[src/rtl/mtfa_pkg.sv]
`default_nettype none

package mtfa_pkg;

	// Field widths.
	localparam int FREQ_W  = 20;
	localparam int POWER_W = 32;
	localparam int OUT_W   = 48;
	localparam int ACC_W   = 48;
	localparam int WIDE_W  = (ACC_W > OUT_W) ? ACC_W : OUT_W;

	// Configuration port.
	localparam int CFG_IDX_W = 2;

	// Slope reciprocal floor(2^32 / width) needs 33 bits.
	localparam int RECIP_W    = 33;
	localparam int DIV_STEPS  = RECIP_W;
	localparam int DIV_CNT_W  = $clog2(DIV_STEPS);

	// Weight is Q1.16 in the range 0..65536.
	localparam int WEIGHT_W   = 17;
	localparam int FRAC_W     = 16;
	localparam int WPROD_W    = FREQ_W + RECIP_W;
	localparam int WRAW_W     = WPROD_W - FRAC_W;
	localparam int PFULL_W    = WEIGHT_W + POWER_W;
	localparam int PPROD_W    = PFULL_W - FRAC_W;

	localparam logic [WEIGHT_W-1:0] WEIGHT_ONE = WEIGHT_W'(65536);
	localparam logic [FREQ_W-1:0]   ONE_HZ     = FREQ_W'(16);
	localparam logic [RECIP_W-1:0]  RECIP_RST  = RECIP_W'(64'd1 << 28);
	localparam logic [OUT_W-1:0]    OUT_MAX    = '1;

	// Queue between the front and back parts.
	localparam int Q_DEPTH = 4;
	localparam int Q_AW    = $clog2(Q_DEPTH);
	localparam int Q_CW    = $clog2(Q_DEPTH + 1);

	// Register indexes.
	typedef enum logic [CFG_IDX_W-1:0] {
		REG_LOW    = 2'd0,
		REG_CENTER = 2'd1,
		REG_HIGH   = 2'd2
	} cfg_reg_t;

	// Reciprocal sequencer states.
	typedef enum logic [1:0] {
		FS_IDLE,
		FS_RISE,
		FS_FALL
	} front_state_t;

	// Divider request and response.
	typedef struct packed {
		logic              start;
		logic [FREQ_W-1:0] width;
	} div_req_t;

	typedef struct packed {
		logic               done;
		logic [RECIP_W-1:0] quotient;
	} div_rsp_t;

	// Classified bin carried through the queue.
	typedef struct packed {
		logic [FREQ_W-1:0]  diff;
		logic [RECIP_W-1:0] recip;
		logic [POWER_W-1:0] power;
		logic               last;
	} item_t;

endpackage

`default_nettype wire

[src/rtl/mtfa_recip_div.sv]
`default_nettype none

// Restoring divider for floor(2^32 / width), one quotient bit per cycle.
module mtfa_recip_div
	import mtfa_pkg::*;
(
	input  wire logic     clk,
	input  wire logic     arst_n,
	input  wire div_req_t req,
	output div_rsp_t      rsp
);

	logic                 busy_q;
	logic                 done_q;
	logic [DIV_CNT_W-1:0] cnt_q;
	logic [FREQ_W-1:0]    width_q;
	logic [FREQ_W-1:0]    rem_q;
	logic [RECIP_W-1:0]   quo_q;

	logic                 num_bit;
	logic [FREQ_W:0]      shifted;
	logic                 ge;
	logic [FREQ_W:0]      diff;

	// The dividend is 2^32: only its top bit is set.
	always_comb begin
		num_bit = (cnt_q == DIV_CNT_W'(DIV_STEPS - 1));
		shifted = {rem_q, num_bit};
		ge      = (shifted >= {1'b0, width_q});
		diff    = shifted - {1'b0, width_q};
	end

	// Control state.
	always_ff @(posedge clk or negedge arst_n) begin
		if (!arst_n) begin
			busy_q <= 1'b0;
			done_q <= 1'b0;
			cnt_q  <= '0;
		end else begin
			done_q <= 1'b0;
			if (req.start) begin
				busy_q <= 1'b1;
				cnt_q  <= DIV_CNT_W'(DIV_STEPS - 1);
			end else if (busy_q) begin
				if (cnt_q == '0) begin
					busy_q <= 1'b0;
					done_q <= 1'b1;
				end else begin
					cnt_q <= cnt_q - 1'b1;
				end
			end
		end
	end

	// Datapath.
	always_ff @(posedge clk) begin
		if (req.start) begin
			width_q <= req.width;
			rem_q   <= '0;
			quo_q   <= '0;
		end else if (busy_q) begin
			rem_q <= ge ? diff[FREQ_W-1:0] : shifted[FREQ_W-1:0];
			quo_q <= {quo_q[RECIP_W-2:0], ge};
		end
	end

	assign rsp.done     = done_q;
	assign rsp.quotient = quo_q;

endmodule

`default_nettype wire

[src/rtl/mtfa_front.sv]
`default_nettype none

// Front part: configuration registers, slope reciprocals and bin classification.
module mtfa_front
	import mtfa_pkg::*;
(
	input  wire logic                 clk,
	input  wire logic                 arst_n,
	input  wire logic                 cfg_we,
	input  wire logic [CFG_IDX_W-1:0] cfg_index,
	input  wire logic [FREQ_W-1:0]    cfg_wdata,
	input  wire logic                 in_valid,
	output logic                      in_stall,
	input  wire logic [FREQ_W-1:0]    bin_freq,
	input  wire logic [POWER_W-1:0]   bin_power,
	input  wire logic                 last_bin,
	input  wire logic                 q_full,
	output logic                      q_push,
	output item_t                     q_item
);

	logic [FREQ_W-1:0]  low_q;
	logic [FREQ_W-1:0]  center_q;
	logic [FREQ_W-1:0]  high_q;
	logic [RECIP_W-1:0] recip_rise_q;
	logic [RECIP_W-1:0] recip_fall_q;
	logic               dirty_q;

	front_state_t state_q;
	front_state_t state_d;
	logic         clr_dirty;
	logic         load_rise;
	logic         load_fall;
	div_req_t     div_req;
	div_rsp_t     div_rsp;

	logic [FREQ_W-1:0] width_rise;
	logic [FREQ_W-1:0] width_fall;

	mtfa_recip_div u_div (
		.clk    (clk),
		.arst_n (arst_n),
		.req    (div_req),
		.rsp    (div_rsp)
	);

	// Slope widths, with a degenerate slope replaced by one hertz.
	always_comb begin
		width_rise = (center_q > low_q) ? (center_q - low_q) : ONE_HZ;
		width_fall = (high_q > center_q) ? (high_q - center_q) : ONE_HZ;
	end

	// Configuration writes; a write to the low, center or high register marks the reciprocals stale.
	always_ff @(posedge clk or negedge arst_n) begin
		if (!arst_n) begin
			low_q    <= '0;
			center_q <= '0;
			high_q   <= '0;
			dirty_q  <= 1'b0;
		end else begin
			if (clr_dirty) begin
				dirty_q <= 1'b0;
			end
			if (cfg_we) begin
				case (cfg_index)
					REG_LOW: begin
						low_q   <= cfg_wdata;
						dirty_q <= 1'b1;
					end
					REG_CENTER: begin
						center_q <= cfg_wdata;
						dirty_q  <= 1'b1;
					end
					REG_HIGH: begin
						high_q  <= cfg_wdata;
						dirty_q <= 1'b1;
					end
					default: begin
					end
				endcase
			end
		end
	end

	// Reciprocal registers; the reset value matches widths of one hertz.
	always_ff @(posedge clk or negedge arst_n) begin
		if (!arst_n) begin
			recip_rise_q <= RECIP_RST;
			recip_fall_q <= RECIP_RST;
		end else begin
			if (load_rise) begin
				recip_rise_q <= div_rsp.quotient;
			end
			if (load_fall) begin
				recip_fall_q <= div_rsp.quotient;
			end
		end
	end

	// Sequencer state register.
	always_ff @(posedge clk or negedge arst_n) begin
		if (!arst_n) begin
			state_q <= FS_IDLE;
		end else begin
			state_q <= state_d;
		end
	end

	// Sequencer: recompute the rising, then the falling reciprocal.
	always_comb begin
		state_d       = state_q;
		clr_dirty     = 1'b0;
		load_rise     = 1'b0;
		load_fall     = 1'b0;
		div_req.start = 1'b0;
		div_req.width = width_rise;
		case (state_q)
			FS_IDLE: begin
				if (dirty_q) begin
					clr_dirty     = 1'b1;
					div_req.start = 1'b1;
					state_d       = FS_RISE;
				end
			end
			FS_RISE: begin
				if (div_rsp.done) begin
					load_rise     = 1'b1;
					div_req.start = 1'b1;
					div_req.width = width_fall;
					state_d       = FS_FALL;
				end
			end
			FS_FALL: begin
				if (div_rsp.done) begin
					load_fall = 1'b1;
					state_d   = FS_IDLE;
				end
			end
			default: begin
				state_d = FS_IDLE;
			end
		endcase
	end

	// Accept a bin only with current reciprocals and room in the queue.
	assign in_stall = dirty_q || (state_q != FS_IDLE) || q_full;
	assign q_push   = in_valid && !in_stall;

	// Classify the bin: outside the band, rising slope or falling slope.
	always_comb begin
		q_item.power = bin_power;
		q_item.last  = last_bin;
		if ((bin_freq < low_q) || (bin_freq > high_q)) begin
			q_item.diff  = '0;
			q_item.recip = recip_rise_q;
		end else if (bin_freq < center_q) begin
			q_item.diff  = bin_freq - low_q;
			q_item.recip = recip_rise_q;
		end else begin
			q_item.diff  = high_q - bin_freq;
			q_item.recip = recip_fall_q;
		end
	end

endmodule

`default_nettype wire

[src/rtl/mtfa_queue.sv]
`default_nettype none

// Short FIFO of classified bins between the front and back parts.
module mtfa_queue
	import mtfa_pkg::*;
(
	input  wire logic  clk,
	input  wire logic  arst_n,
	input  wire logic  push,
	input  wire item_t push_item,
	output logic       full,
	input  wire logic  pop,
	output logic       empty,
	output item_t      head_item
);

	item_t            entry_q [Q_DEPTH];
	logic [Q_AW-1:0]  wr_ptr_q;
	logic [Q_AW-1:0]  rd_ptr_q;
	logic [Q_CW-1:0]  count_q;

	assign full      = (count_q == Q_CW'(Q_DEPTH));
	assign empty     = (count_q == '0);
	assign head_item = entry_q[rd_ptr_q];

	// Pointers and fill count.
	always_ff @(posedge clk or negedge arst_n) begin
		if (!arst_n) begin
			wr_ptr_q <= '0;
			rd_ptr_q <= '0;
			count_q  <= '0;
		end else begin
			if (push) begin
				wr_ptr_q <= wr_ptr_q + 1'b1;
			end
			if (pop) begin
				rd_ptr_q <= rd_ptr_q + 1'b1;
			end
			if (push && !pop) begin
				count_q <= count_q + 1'b1;
			end else if (pop && !push) begin
				count_q <= count_q - 1'b1;
			end
		end
	end

	// Entry storage.
	always_ff @(posedge clk) begin
		if (push) begin
			entry_q[wr_ptr_q] <= push_item;
		end
	end

endmodule

`default_nettype wire

[src/rtl/mtfa_back.sv]
`default_nettype none

// Back part: weight, weighted power, saturating accumulation and result register.
module mtfa_back
	import mtfa_pkg::*;
(
	input  wire logic       clk,
	input  wire logic       arst_n,
	input  wire logic       q_empty,
	input  wire item_t      q_head,
	output logic            q_pop,
	output logic            out_valid,
	input  wire logic       out_stall,
	output logic [OUT_W-1:0] band_power
);

	logic                advance;

	logic                valid_s1;
	logic [WPROD_W-1:0]  wprod_s1;
	logic [POWER_W-1:0]  power_s1;
	logic                last_s1;

	logic                valid_s2;
	logic [PPROD_W-1:0]  pprod_s2;
	logic                last_s2;

	logic [ACC_W-1:0]    acc_q;
	logic                out_valid_q;
	logic [OUT_W-1:0]    band_q;

	logic [WRAW_W-1:0]   weight_raw;
	logic [WEIGHT_W-1:0] weight;
	logic [PFULL_W-1:0]  pfull;
	logic [ACC_W:0]      sum_w;
	logic [ACC_W-1:0]    sum_sat;
	logic [WIDE_W-1:0]   sum_wide;

	// The whole back pipeline holds while a finished result waits.
	assign advance = !(out_valid_q && out_stall);
	assign q_pop   = advance && !q_empty;

	// Clamp the weight to 1.0 and scale the power.
	always_comb begin
		weight_raw = wprod_s1[WPROD_W-1:FRAC_W];
		weight     = (weight_raw > WRAW_W'(WEIGHT_ONE)) ? WEIGHT_ONE
		                                                : weight_raw[WEIGHT_W-1:0];
		pfull      = PFULL_W'(weight) * PFULL_W'(power_s1);
	end

	// Saturating add and output clamp.
	always_comb begin
		sum_w    = {1'b0, acc_q} + (ACC_W + 1)'(pprod_s2);
		sum_sat  = sum_w[ACC_W] ? {ACC_W{1'b1}} : sum_w[ACC_W-1:0];
		sum_wide = WIDE_W'(sum_sat);
	end

	// Stage valids, accumulator and result handshake.
	always_ff @(posedge clk or negedge arst_n) begin
		if (!arst_n) begin
			valid_s1    <= 1'b0;
			valid_s2    <= 1'b0;
			acc_q       <= '0;
			out_valid_q <= 1'b0;
		end else begin
			if (advance) begin
				valid_s1 <= q_pop;
				valid_s2 <= valid_s1;
			end
			if (advance && valid_s2) begin
				acc_q <= last_s2 ? '0 : sum_sat;
			end
			if (advance && valid_s2 && last_s2) begin
				out_valid_q <= 1'b1;
			end else if (out_valid_q && !out_stall) begin
				out_valid_q <= 1'b0;
			end
		end
	end

	// Payload stages.
	always_ff @(posedge clk) begin
		if (advance) begin
			wprod_s1 <= WPROD_W'(q_head.diff) * WPROD_W'(q_head.recip);
			power_s1 <= q_head.power;
			last_s1  <= q_head.last;
			pprod_s2 <= pfull[PFULL_W-1:FRAC_W];
			last_s2  <= last_s1;
			if (valid_s2 && last_s2) begin
				band_q <= (sum_wide > WIDE_W'(OUT_MAX)) ? OUT_MAX
				                                       : sum_wide[OUT_W-1:0];
			end
		end
	end

	assign out_valid  = out_valid_q;
	assign band_power = band_q;

endmodule

`default_nettype wire

[src/rtl/mel_triangular_filter_accumulate.sv]
// Triangular filterbank band accumulator. Spectrum bins (frequency in 1/16 Hz,
// 32-bit power, last flag) enter on the in channel; each power is weighted by
// a triangle set by registers 0 (low edge), 1 (center) and 2 (high edge),
// added into a saturating accumulator, and on the last bin the band sum is
// sent on the out channel and the accumulator clears. Bins are taken at one
// per cycle while in_stall is low; a result goes through the queue, the weight
// and power product stages and the result register. A four-entry queue
// separates the classification front end from the two-multiplier back end, so
// the back end stalls only while a result waits on the out channel. Slope
// reciprocals come from a one-bit-per-cycle divider: in_stall rises with any
// write to registers 0 to 2 and stays high while both are recomputed. A write
// that lands during a recomputation starts another one, so a burst of writes
// can hold in_stall high through repeated recomputations. Reset values need no recomputation.
`default_nettype none

module mel_triangular_filter_accumulate
	import mtfa_pkg::*;
(
	input  wire logic                 clk,
	input  wire logic                 arst_n,
	input  wire logic                 cfg_we,
	input  wire logic [CFG_IDX_W-1:0] cfg_index,
	input  wire logic [FREQ_W-1:0]    cfg_wdata,
	input  wire logic                 in_valid,
	output logic                      in_stall,
	input  wire logic [FREQ_W-1:0]    bin_freq,
	input  wire logic [POWER_W-1:0]   bin_power,
	input  wire logic                 last_bin,
	output logic                      out_valid,
	input  wire logic                 out_stall,
	output logic [OUT_W-1:0]          band_power
);

	logic  q_push;
	item_t q_push_item;
	logic  q_full;
	logic  q_pop;
	logic  q_empty;
	item_t q_head;

	// Front end: registers, reciprocals and classification.
	mtfa_front u_front (
		.clk       (clk),
		.arst_n    (arst_n),
		.cfg_we    (cfg_we),
		.cfg_index (cfg_index),
		.cfg_wdata (cfg_wdata),
		.in_valid  (in_valid),
		.in_stall  (in_stall),
		.bin_freq  (bin_freq),
		.bin_power (bin_power),
		.last_bin  (last_bin),
		.q_full    (q_full),
		.q_push    (q_push),
		.q_item    (q_push_item)
	);

	// Queue of classified bins.
	mtfa_queue u_queue (
		.clk       (clk),
		.arst_n    (arst_n),
		.push      (q_push),
		.push_item (q_push_item),
		.full      (q_full),
		.pop       (q_pop),
		.empty     (q_empty),
		.head_item (q_head)
	);

	// Back end: weighting and accumulation.
	mtfa_back u_back (
		.clk        (clk),
		.arst_n     (arst_n),
		.q_empty    (q_empty),
		.q_head     (q_head),
		.q_pop      (q_pop),
		.out_valid  (out_valid),
		.out_stall  (out_stall),
		.band_power (band_power)
	);

endmodule

`default_nettype wire

[config.mk]
export PLATFORM = sky130hd
export DESIGN_NAME = mel_triangular_filter_accumulate
export DESIGN_NICKNAME = d
export VERILOG_FILES = /design/src/rtl/mtfa_pkg.sv /design/src/rtl/mtfa_recip_div.sv /design/src/rtl/mtfa_front.sv /design/src/rtl/mtfa_queue.sv /design/src/rtl/mtfa_back.sv /design/src/rtl/mel_triangular_filter_accumulate.sv
export SDC_FILE = /design/constraint.sdc
export NUM_CORES = 2
export LEC_CHECK = 0
export BUFFER_PORTS_ARGS = -buffer_cell sky130_fd_sc_hd__buf_2
export CAP_MARGIN = 20
export CELL_PAD_IN_SITES_DETAIL_PLACEMENT = 1
export CELL_PAD_IN_SITES_GLOBAL_PLACEMENT = 1
export CORE_MARGIN = 3
export CORE_UTILIZATION = 47
export DETAILED_ROUTE_END_ITERATION = 10
export GPL_ROUTABILITY_DRIVEN = 0
export MAX_ROUTING_LAYER = met4
export PLACE_DENSITY_LB_ADDON = 0.1
export SLEW_MARGIN = 20
export SYNTH_ARGS = -nofsm -noshare
export SYNTH_HDL_FRONTEND = slang
export SYNTH_SLANG_ARGS = --single-unit
[constraint.sdc]
create_clock -name clk -period 7.55 [get_ports clk]
set_input_delay 0.755 -clock clk [delete_from_list [all_inputs] [get_ports clk]]
set_output_delay 0.755 -clock clk [all_outputs]
set_load 0.1 [all_outputs]
=== Word level (Yosys, flattened, before mapping) ===
Memory sizes are Yosys's and may differ from the RTL's.
Cells that the tools add are included.
W data, S select, Z words.

* Register bits after elaboration: 436
* Bits in writable memories: 344
* Bits of input ports: 80
* Output and inout bits: 50
* Word-level logic and storage cells: 130
* Memories: 1

* $add $sub $neg: 11
* $mul: 2
* $lt $le $gt $ge: 8
* Eq/ne operators: 10
* Mux-type cells: 38
* Bitwise logic cells: 1
* Reduce and logical (&&, ||, !) cells: 33

{| class="wikitable"
|+ Memories
! name !! words !! bits a word !! rd ports !! clocked after memory_dff !! wr ports !! line !! text
|-
| u_queue.entry_q || 4 || 86 || 1 || 0 || 1 || mtfa_queue.sv:17 || <nowiki>item_t entry_q [Q_DEPTH];</nowiki>
|}

{| class="wikitable"
|+ Operator list
! cell !! count
|-
| $mux W53 || 2
|-
| $sub A20 B20 Y20 || 5
|-
| $mux W48 || 2
|-
| $mux W20 || 4
|-
| $gt A20 B20 Y1 || 3
|-
| $mul A20 B33 Y53 || 1
|-
| $add A48 B33 Y49 || 1
|-
| $mul A17 B32 Y49 || 1
|-
| $gt A48 B48 Y1 const B || 1
|-
| $lt A20 B20 Y1 || 2
|-
| $gt A37 B17 Y1 const B || 1
|-
| $ge A21 B20 Y1 || 1
|-
| $mux W21 || 1
|-
| $mux W1 || 18
|-
| $mux W6 || 3
|-
| $mux W17 || 1
|-
| $reduce_and A2 Y1 || 5
|-
| $logic_and A1 B1 Y1 || 9
|-
| $reduce_bool A2 Y1 || 4
|-
| $eq A6 B6 Y1 const B || 1
|-
| $logic_not A1 Y1 || 6
|-
| $logic_not A6 Y1 || 1
|-
| $mux W2 || 3
|-
| $mux W3 || 2
|-
| 17 further kinds || 25
|}

=== Depth between registers and ports, before layout ===
* Word-level depth: 9
* Gate-level depth with buffers: 31
* Depth with buffers taken out: 27

=== Hierarchy ===
A second synthesis with hierarchy kept.

* Cell total of the unflattened synthesis: 6998
* Area, all modules: 73698.2 µm²

{| class="wikitable"
|+ By module, submodules not included
! module !! instances !! cells an instance !! area each (µm²) !! sequential area each (µm²)
|-
| mtfa_back || 1 || 4975 || 46108.0 || 5840.6
|-
| mtfa_queue || 1 || 484 || 12799.8 || 10505.1
|-
| mtfa_front || 1 || 1095 || 10547.6 || 3230.6
|-
| mtfa_recip_div || 1 || 444 || 4242.8 || 1861.8
|}

=== Least setup slack after synthesis ===
Ideal clock, no wire load.

* Path kind: reg-to-reg
* Start point: register u_queue.rd_ptr_q[0]
* End point: register u_back.wprod_s1[49], data pin
* Setup time: 260 ps
* Arrival: 7904 ps
* Data required time: 7290 ps
* Slack: -614 ps
* Stages on the path, launching flop included: 28
* Path buffers: 4
* Period minus slack after synthesis: 8164 ps
* Cells stage by stage: dfrtp_1 buf_6 buf_2 buf_1 mux4_2 clkbuf_1 nand2_1 fa_1 inv_1 fa_1 fa_1 inv_1 fa_1 inv_1 fa_1 fa_1 fa_1 ha_1 a21oi_1 o21ai_0 a2111oi_4 o31ai_2 o21ai_2 a41oi_2 a21o_1 or2_4 a221oi_2 xnor2_1

* Cells in the longest elaborated chain, start to end: 2

{| class="wikitable"
|+ Ends and longest elaborated chain
! what !! line !! text
|-
| start, declared || mtfa_queue.sv:19 || <nowiki>logic [Q_AW-1:0] rd_ptr_q;</nowiki>
|-
| start signal, assigned || mtfa_queue.sv:37 || <nowiki>rd_ptr_q <= rd_ptr_q + 1'b1;</nowiki>
|-
| $mem_v2 Z4 W86 || - ||
|-
| $mul A20 B33 Y53 || mtfa_back.sv:84 || <nowiki>wprod_s1 <= WPROD_W'(q_head.diff) * WPROD_W'(q_head.recip);</nowiki>
|-
| end signal, assigned || mtfa_back.sv:84 ||
|-
| end, declared || mtfa_back.sv:20 || <nowiki>logic [WPROD_W-1:0] wprod_s1;</nowiki>
|}

No other way between the ends.
A chain may end at the register's enable or synchronous reset.

=== Worst setup path in the final report ===
Ends and elaborated chain as after synthesis.

==> impl_metrics.yaml <==
timing:
  clock_skew_ps: 33.2
  final_max_slew_viol_count: 0
  setup_ws_ps: -345
  setup_viol: 22
  hold-worst-slack_ps: 78.2
  fin_tns_setup_ps: -3080
  hold_violations: 0
  worst_pin_slew_ps: 1050
  post-route-min-period_ps: 7890
  period_share_pct: 105
  relSlewSlack_pct: 29.9
  fmax_ghz: 0.127
  rsz0062_at_grt: "true"
critical_path:
  cp.depth: 26
  crit_required_ps: 7980
  slowest_stage: "fa_2"
  cp_top_family: "adder cells"
  r2r-start: "u_queue.rd_ptr_q[0]"
  critPathMaxStageDelay_ps: 630
  cp.arrival_ps: 8330
  r2r_end: "u_back.wprod_s1[49]"
  reg2reg_slack_ps: -340
  cpMostUsedCell: "fa_1"
  worstSetupStartpointType: "flop"
  cp-end-kind: "flop"
  path_buf_inv: 6
  cp_max_fo: 5
  crit_end: "u_back.wprod_s1[49]"
  path_class: "flop to flop"
  r2r_cells: 26
  worstSetupStartpoint: "u_queue.rd_ptr_q[0]"
power:
  peakVddDrop_uv: 175
  p_leak_nw: 39.7
  power_density_nw_per_um2: 134
logic_synthesis:
  synthFlopType: "edfxtp_1"
  syn_area_per_cell_um2: 10.5
  ys_seq_area_share_pct: 29.8
  ys_seq_elements: 764
  netlist_instances: 6864
  ys_async_sr_fraction_pct: 25.5
  ys_warn_count: 0
  synth_cell_types: 84
  synthesis.area_um2: 71800
  synthesis.nets: 8392
  synth_edf_count: 516
clock_network:
  clock_path_buffers: 3
  numCtsBuffers: 85
  cts.sink_count: 764
  htree_levels: 3
  cts_tree: "yes"
  clk_pin_slew_ps: 60
  clock-root-buffer: "clkbuf_16"
  clk_latency_ps: 710
route:
  drc: 0
  viasPerCell: 5.48
  dr.pass1.iters: 7
  ant_nets: 0
  vias: 51900
  drtIter0Drc: 3076
  wl_per_cell_um: 22.4
  totalWireLength_um: 212000
flow_run:
  cap_viol_max_count: 0
place:
  port-buffer-count: 129
  placed_area_um2: 78400
  post-dp-hpwl_um: 162000
  place_worst_setup_slack_ps: -920
min_path:
  hold_class: "input port to asynchronous set/reset pin"
final_layout:
  syn_to_final_growth_pct: 16.8
  utilization_pct: 55.6
  finalNetCount: 8909
  layout_commonest_cell: "inv_1"
  postLayoutCellArea_um2: 83900
  drive_above_1_share_pct: 18.7
  most-common-layout-cells: "inv_1 (1188), nand2_1 (1044), fa_1 (952)"
floorplan:
  die_area_um2: 158000
  die_w_um: 397
  initial_core_util_pct: 47.6
  fp-row-count: 142
  core_um2: 151000
  die_y_um: 397
  io_pins: 130
global_routing:
  overflow: 0
  grt_usage_pct: 27.7
  grt_pass1_wl_um: 331000
  grt_pass1_vias: 58100
  grt_max_degree: 133
  antenna_found_initial: 5
outcome:
  violations: "negative setup slack"
  status: "complete, but fails checks"
[sequential cells by signal, summed over array words and instances, names as in the netlist, 32 cells and up]
register / count
u_back.band_power: 48
u_back.wprod_s1: 37
u_back.acc_q: 48
u_front.recip_rise_q: 33
u_front.recip_fall_q: 33
u_front.u_div.quo_q: 33
u_queue.entry_q: 344
u_back.power_s1: 32
u_back.pprod_s2: 33
[timing repair]
action,CTS,global route
buffers inserted,43,57
setup endpoints to repair,41,54
resized for setup,151,253
hold buffers,0,0
pin swaps,74,168
gates cloned,7,7
[per-layer routing]
| layer | GRT usage [%] | share of wire (%) | vias up |
|---|---|---|---|
| met4 | 8.69 | 3.4 | 0 |
| met2 | 46.7 | 50 | 1203 |
| met3 | 2.97 | 4.2 | 361 |
| met1 | 35.3 | 42 | 27100 |
| met5 | - | 0 | - |
| li1 | - | - | 23200 |
[cell type report]
cell class / instances / area [um2]
clock buffers: 104 / 2330
fillers: 16200 / 66900
well taps: 2016 / 2520
multi-input cells: 4575 / 46200
clock inverters: 55 / 497
repair buffers: 734 / 6350
flip-flops and latches: 764 / 21400
inverters: 1221 / 4580
diodes: 1 / 2.50
[power by group]
part / switching [mW] / internal (mW) / leakage [nW] / total (mW)
clock network: 1.79 / 2.40 / 1.41 / 4.19
registers: 0.151 / 4.80 / 7.71 / 4.95
logic: 1.25 / 0.887 / 30.5 / 2.14
[worst min-delay path by stage]
stage	from	to	slack, ps
floorplan	u_back.last_s1	u_back.last_s2	400
global placement	u_back.last_s1	u_back.last_s2	430
detailed placement	u_back.last_s1	u_back.last_s2	410
CTS	arst_n	u_back.acc_q[20]	60
global route	arst_n	u_back.acc_q[11]	80
finish	arst_n	u_back.acc_q[11]	80
[cells in the mapped netlist (31+ instances only)]
| library cell | n | area [um2] |
|---|---|---|
| xnor2_1 | 124 | 1090 |
| inv_1 | 1219 | 4580 |
| nand3_1 | 39 | 195 |
| mux4_2 | 82 | 1850 |
| and3_1 | 220 | 1380 |
| and2_1 | 115 | 719 |
| nor2_1 | 272 | 1020 |
| nor3_1 | 31 | 155 |
| a31oi_1 | 32 | 200 |
| a21oi_1 | 208 | 1040 |
| ha_1 | 441 | 5520 |
| mux2i_1 | 60 | 601 |
| a21o_1 | 98 | 736 |
| nand2_1 | 1079 | 4050 |
| nand4_1 | 31 | 194 |
| fa_1 | 1007 | 20200 |
| xor2_1 | 76 | 666 |
| o21ai_0 | 144 | 721 |
| mux2_2 | 119 | 1340 |
| dfrtp_1 | 193 | 4830 |
| dfxtp_1 | 53 | 1060 |
| a22o_1 | 32 | 280 |
| edfxtp_1 | 516 | 15500 |
| clkbuf_1 | 275 | 1030 |
| nor2b_1 | 56 | 350 |
[per-stage QoR]
stage,cells,power (mW)
CTS,9419,11.4
floorplan,6864,6.52
global placement,9211,7.05
finish,9470,11.3
detailed placement,9212,7.14
global route,9470,11.8
[cells by family after synthesis]
| family | count (synthesis) | share of synthesized area (%) |
|---|---|---|
| flops | 764 | 29.8 |
| compound gates | 728 | 6.59 |
| mux | 261 | 5.27 |
| simple gates | 1935 | 12.1 |
| fa+ha+maj | 1448 | 35.7 |
| buf+inv | 1528 | 8.00 |
| xor+xnor | 200 | 2.44 |
(Power assumes the default switching activity.)
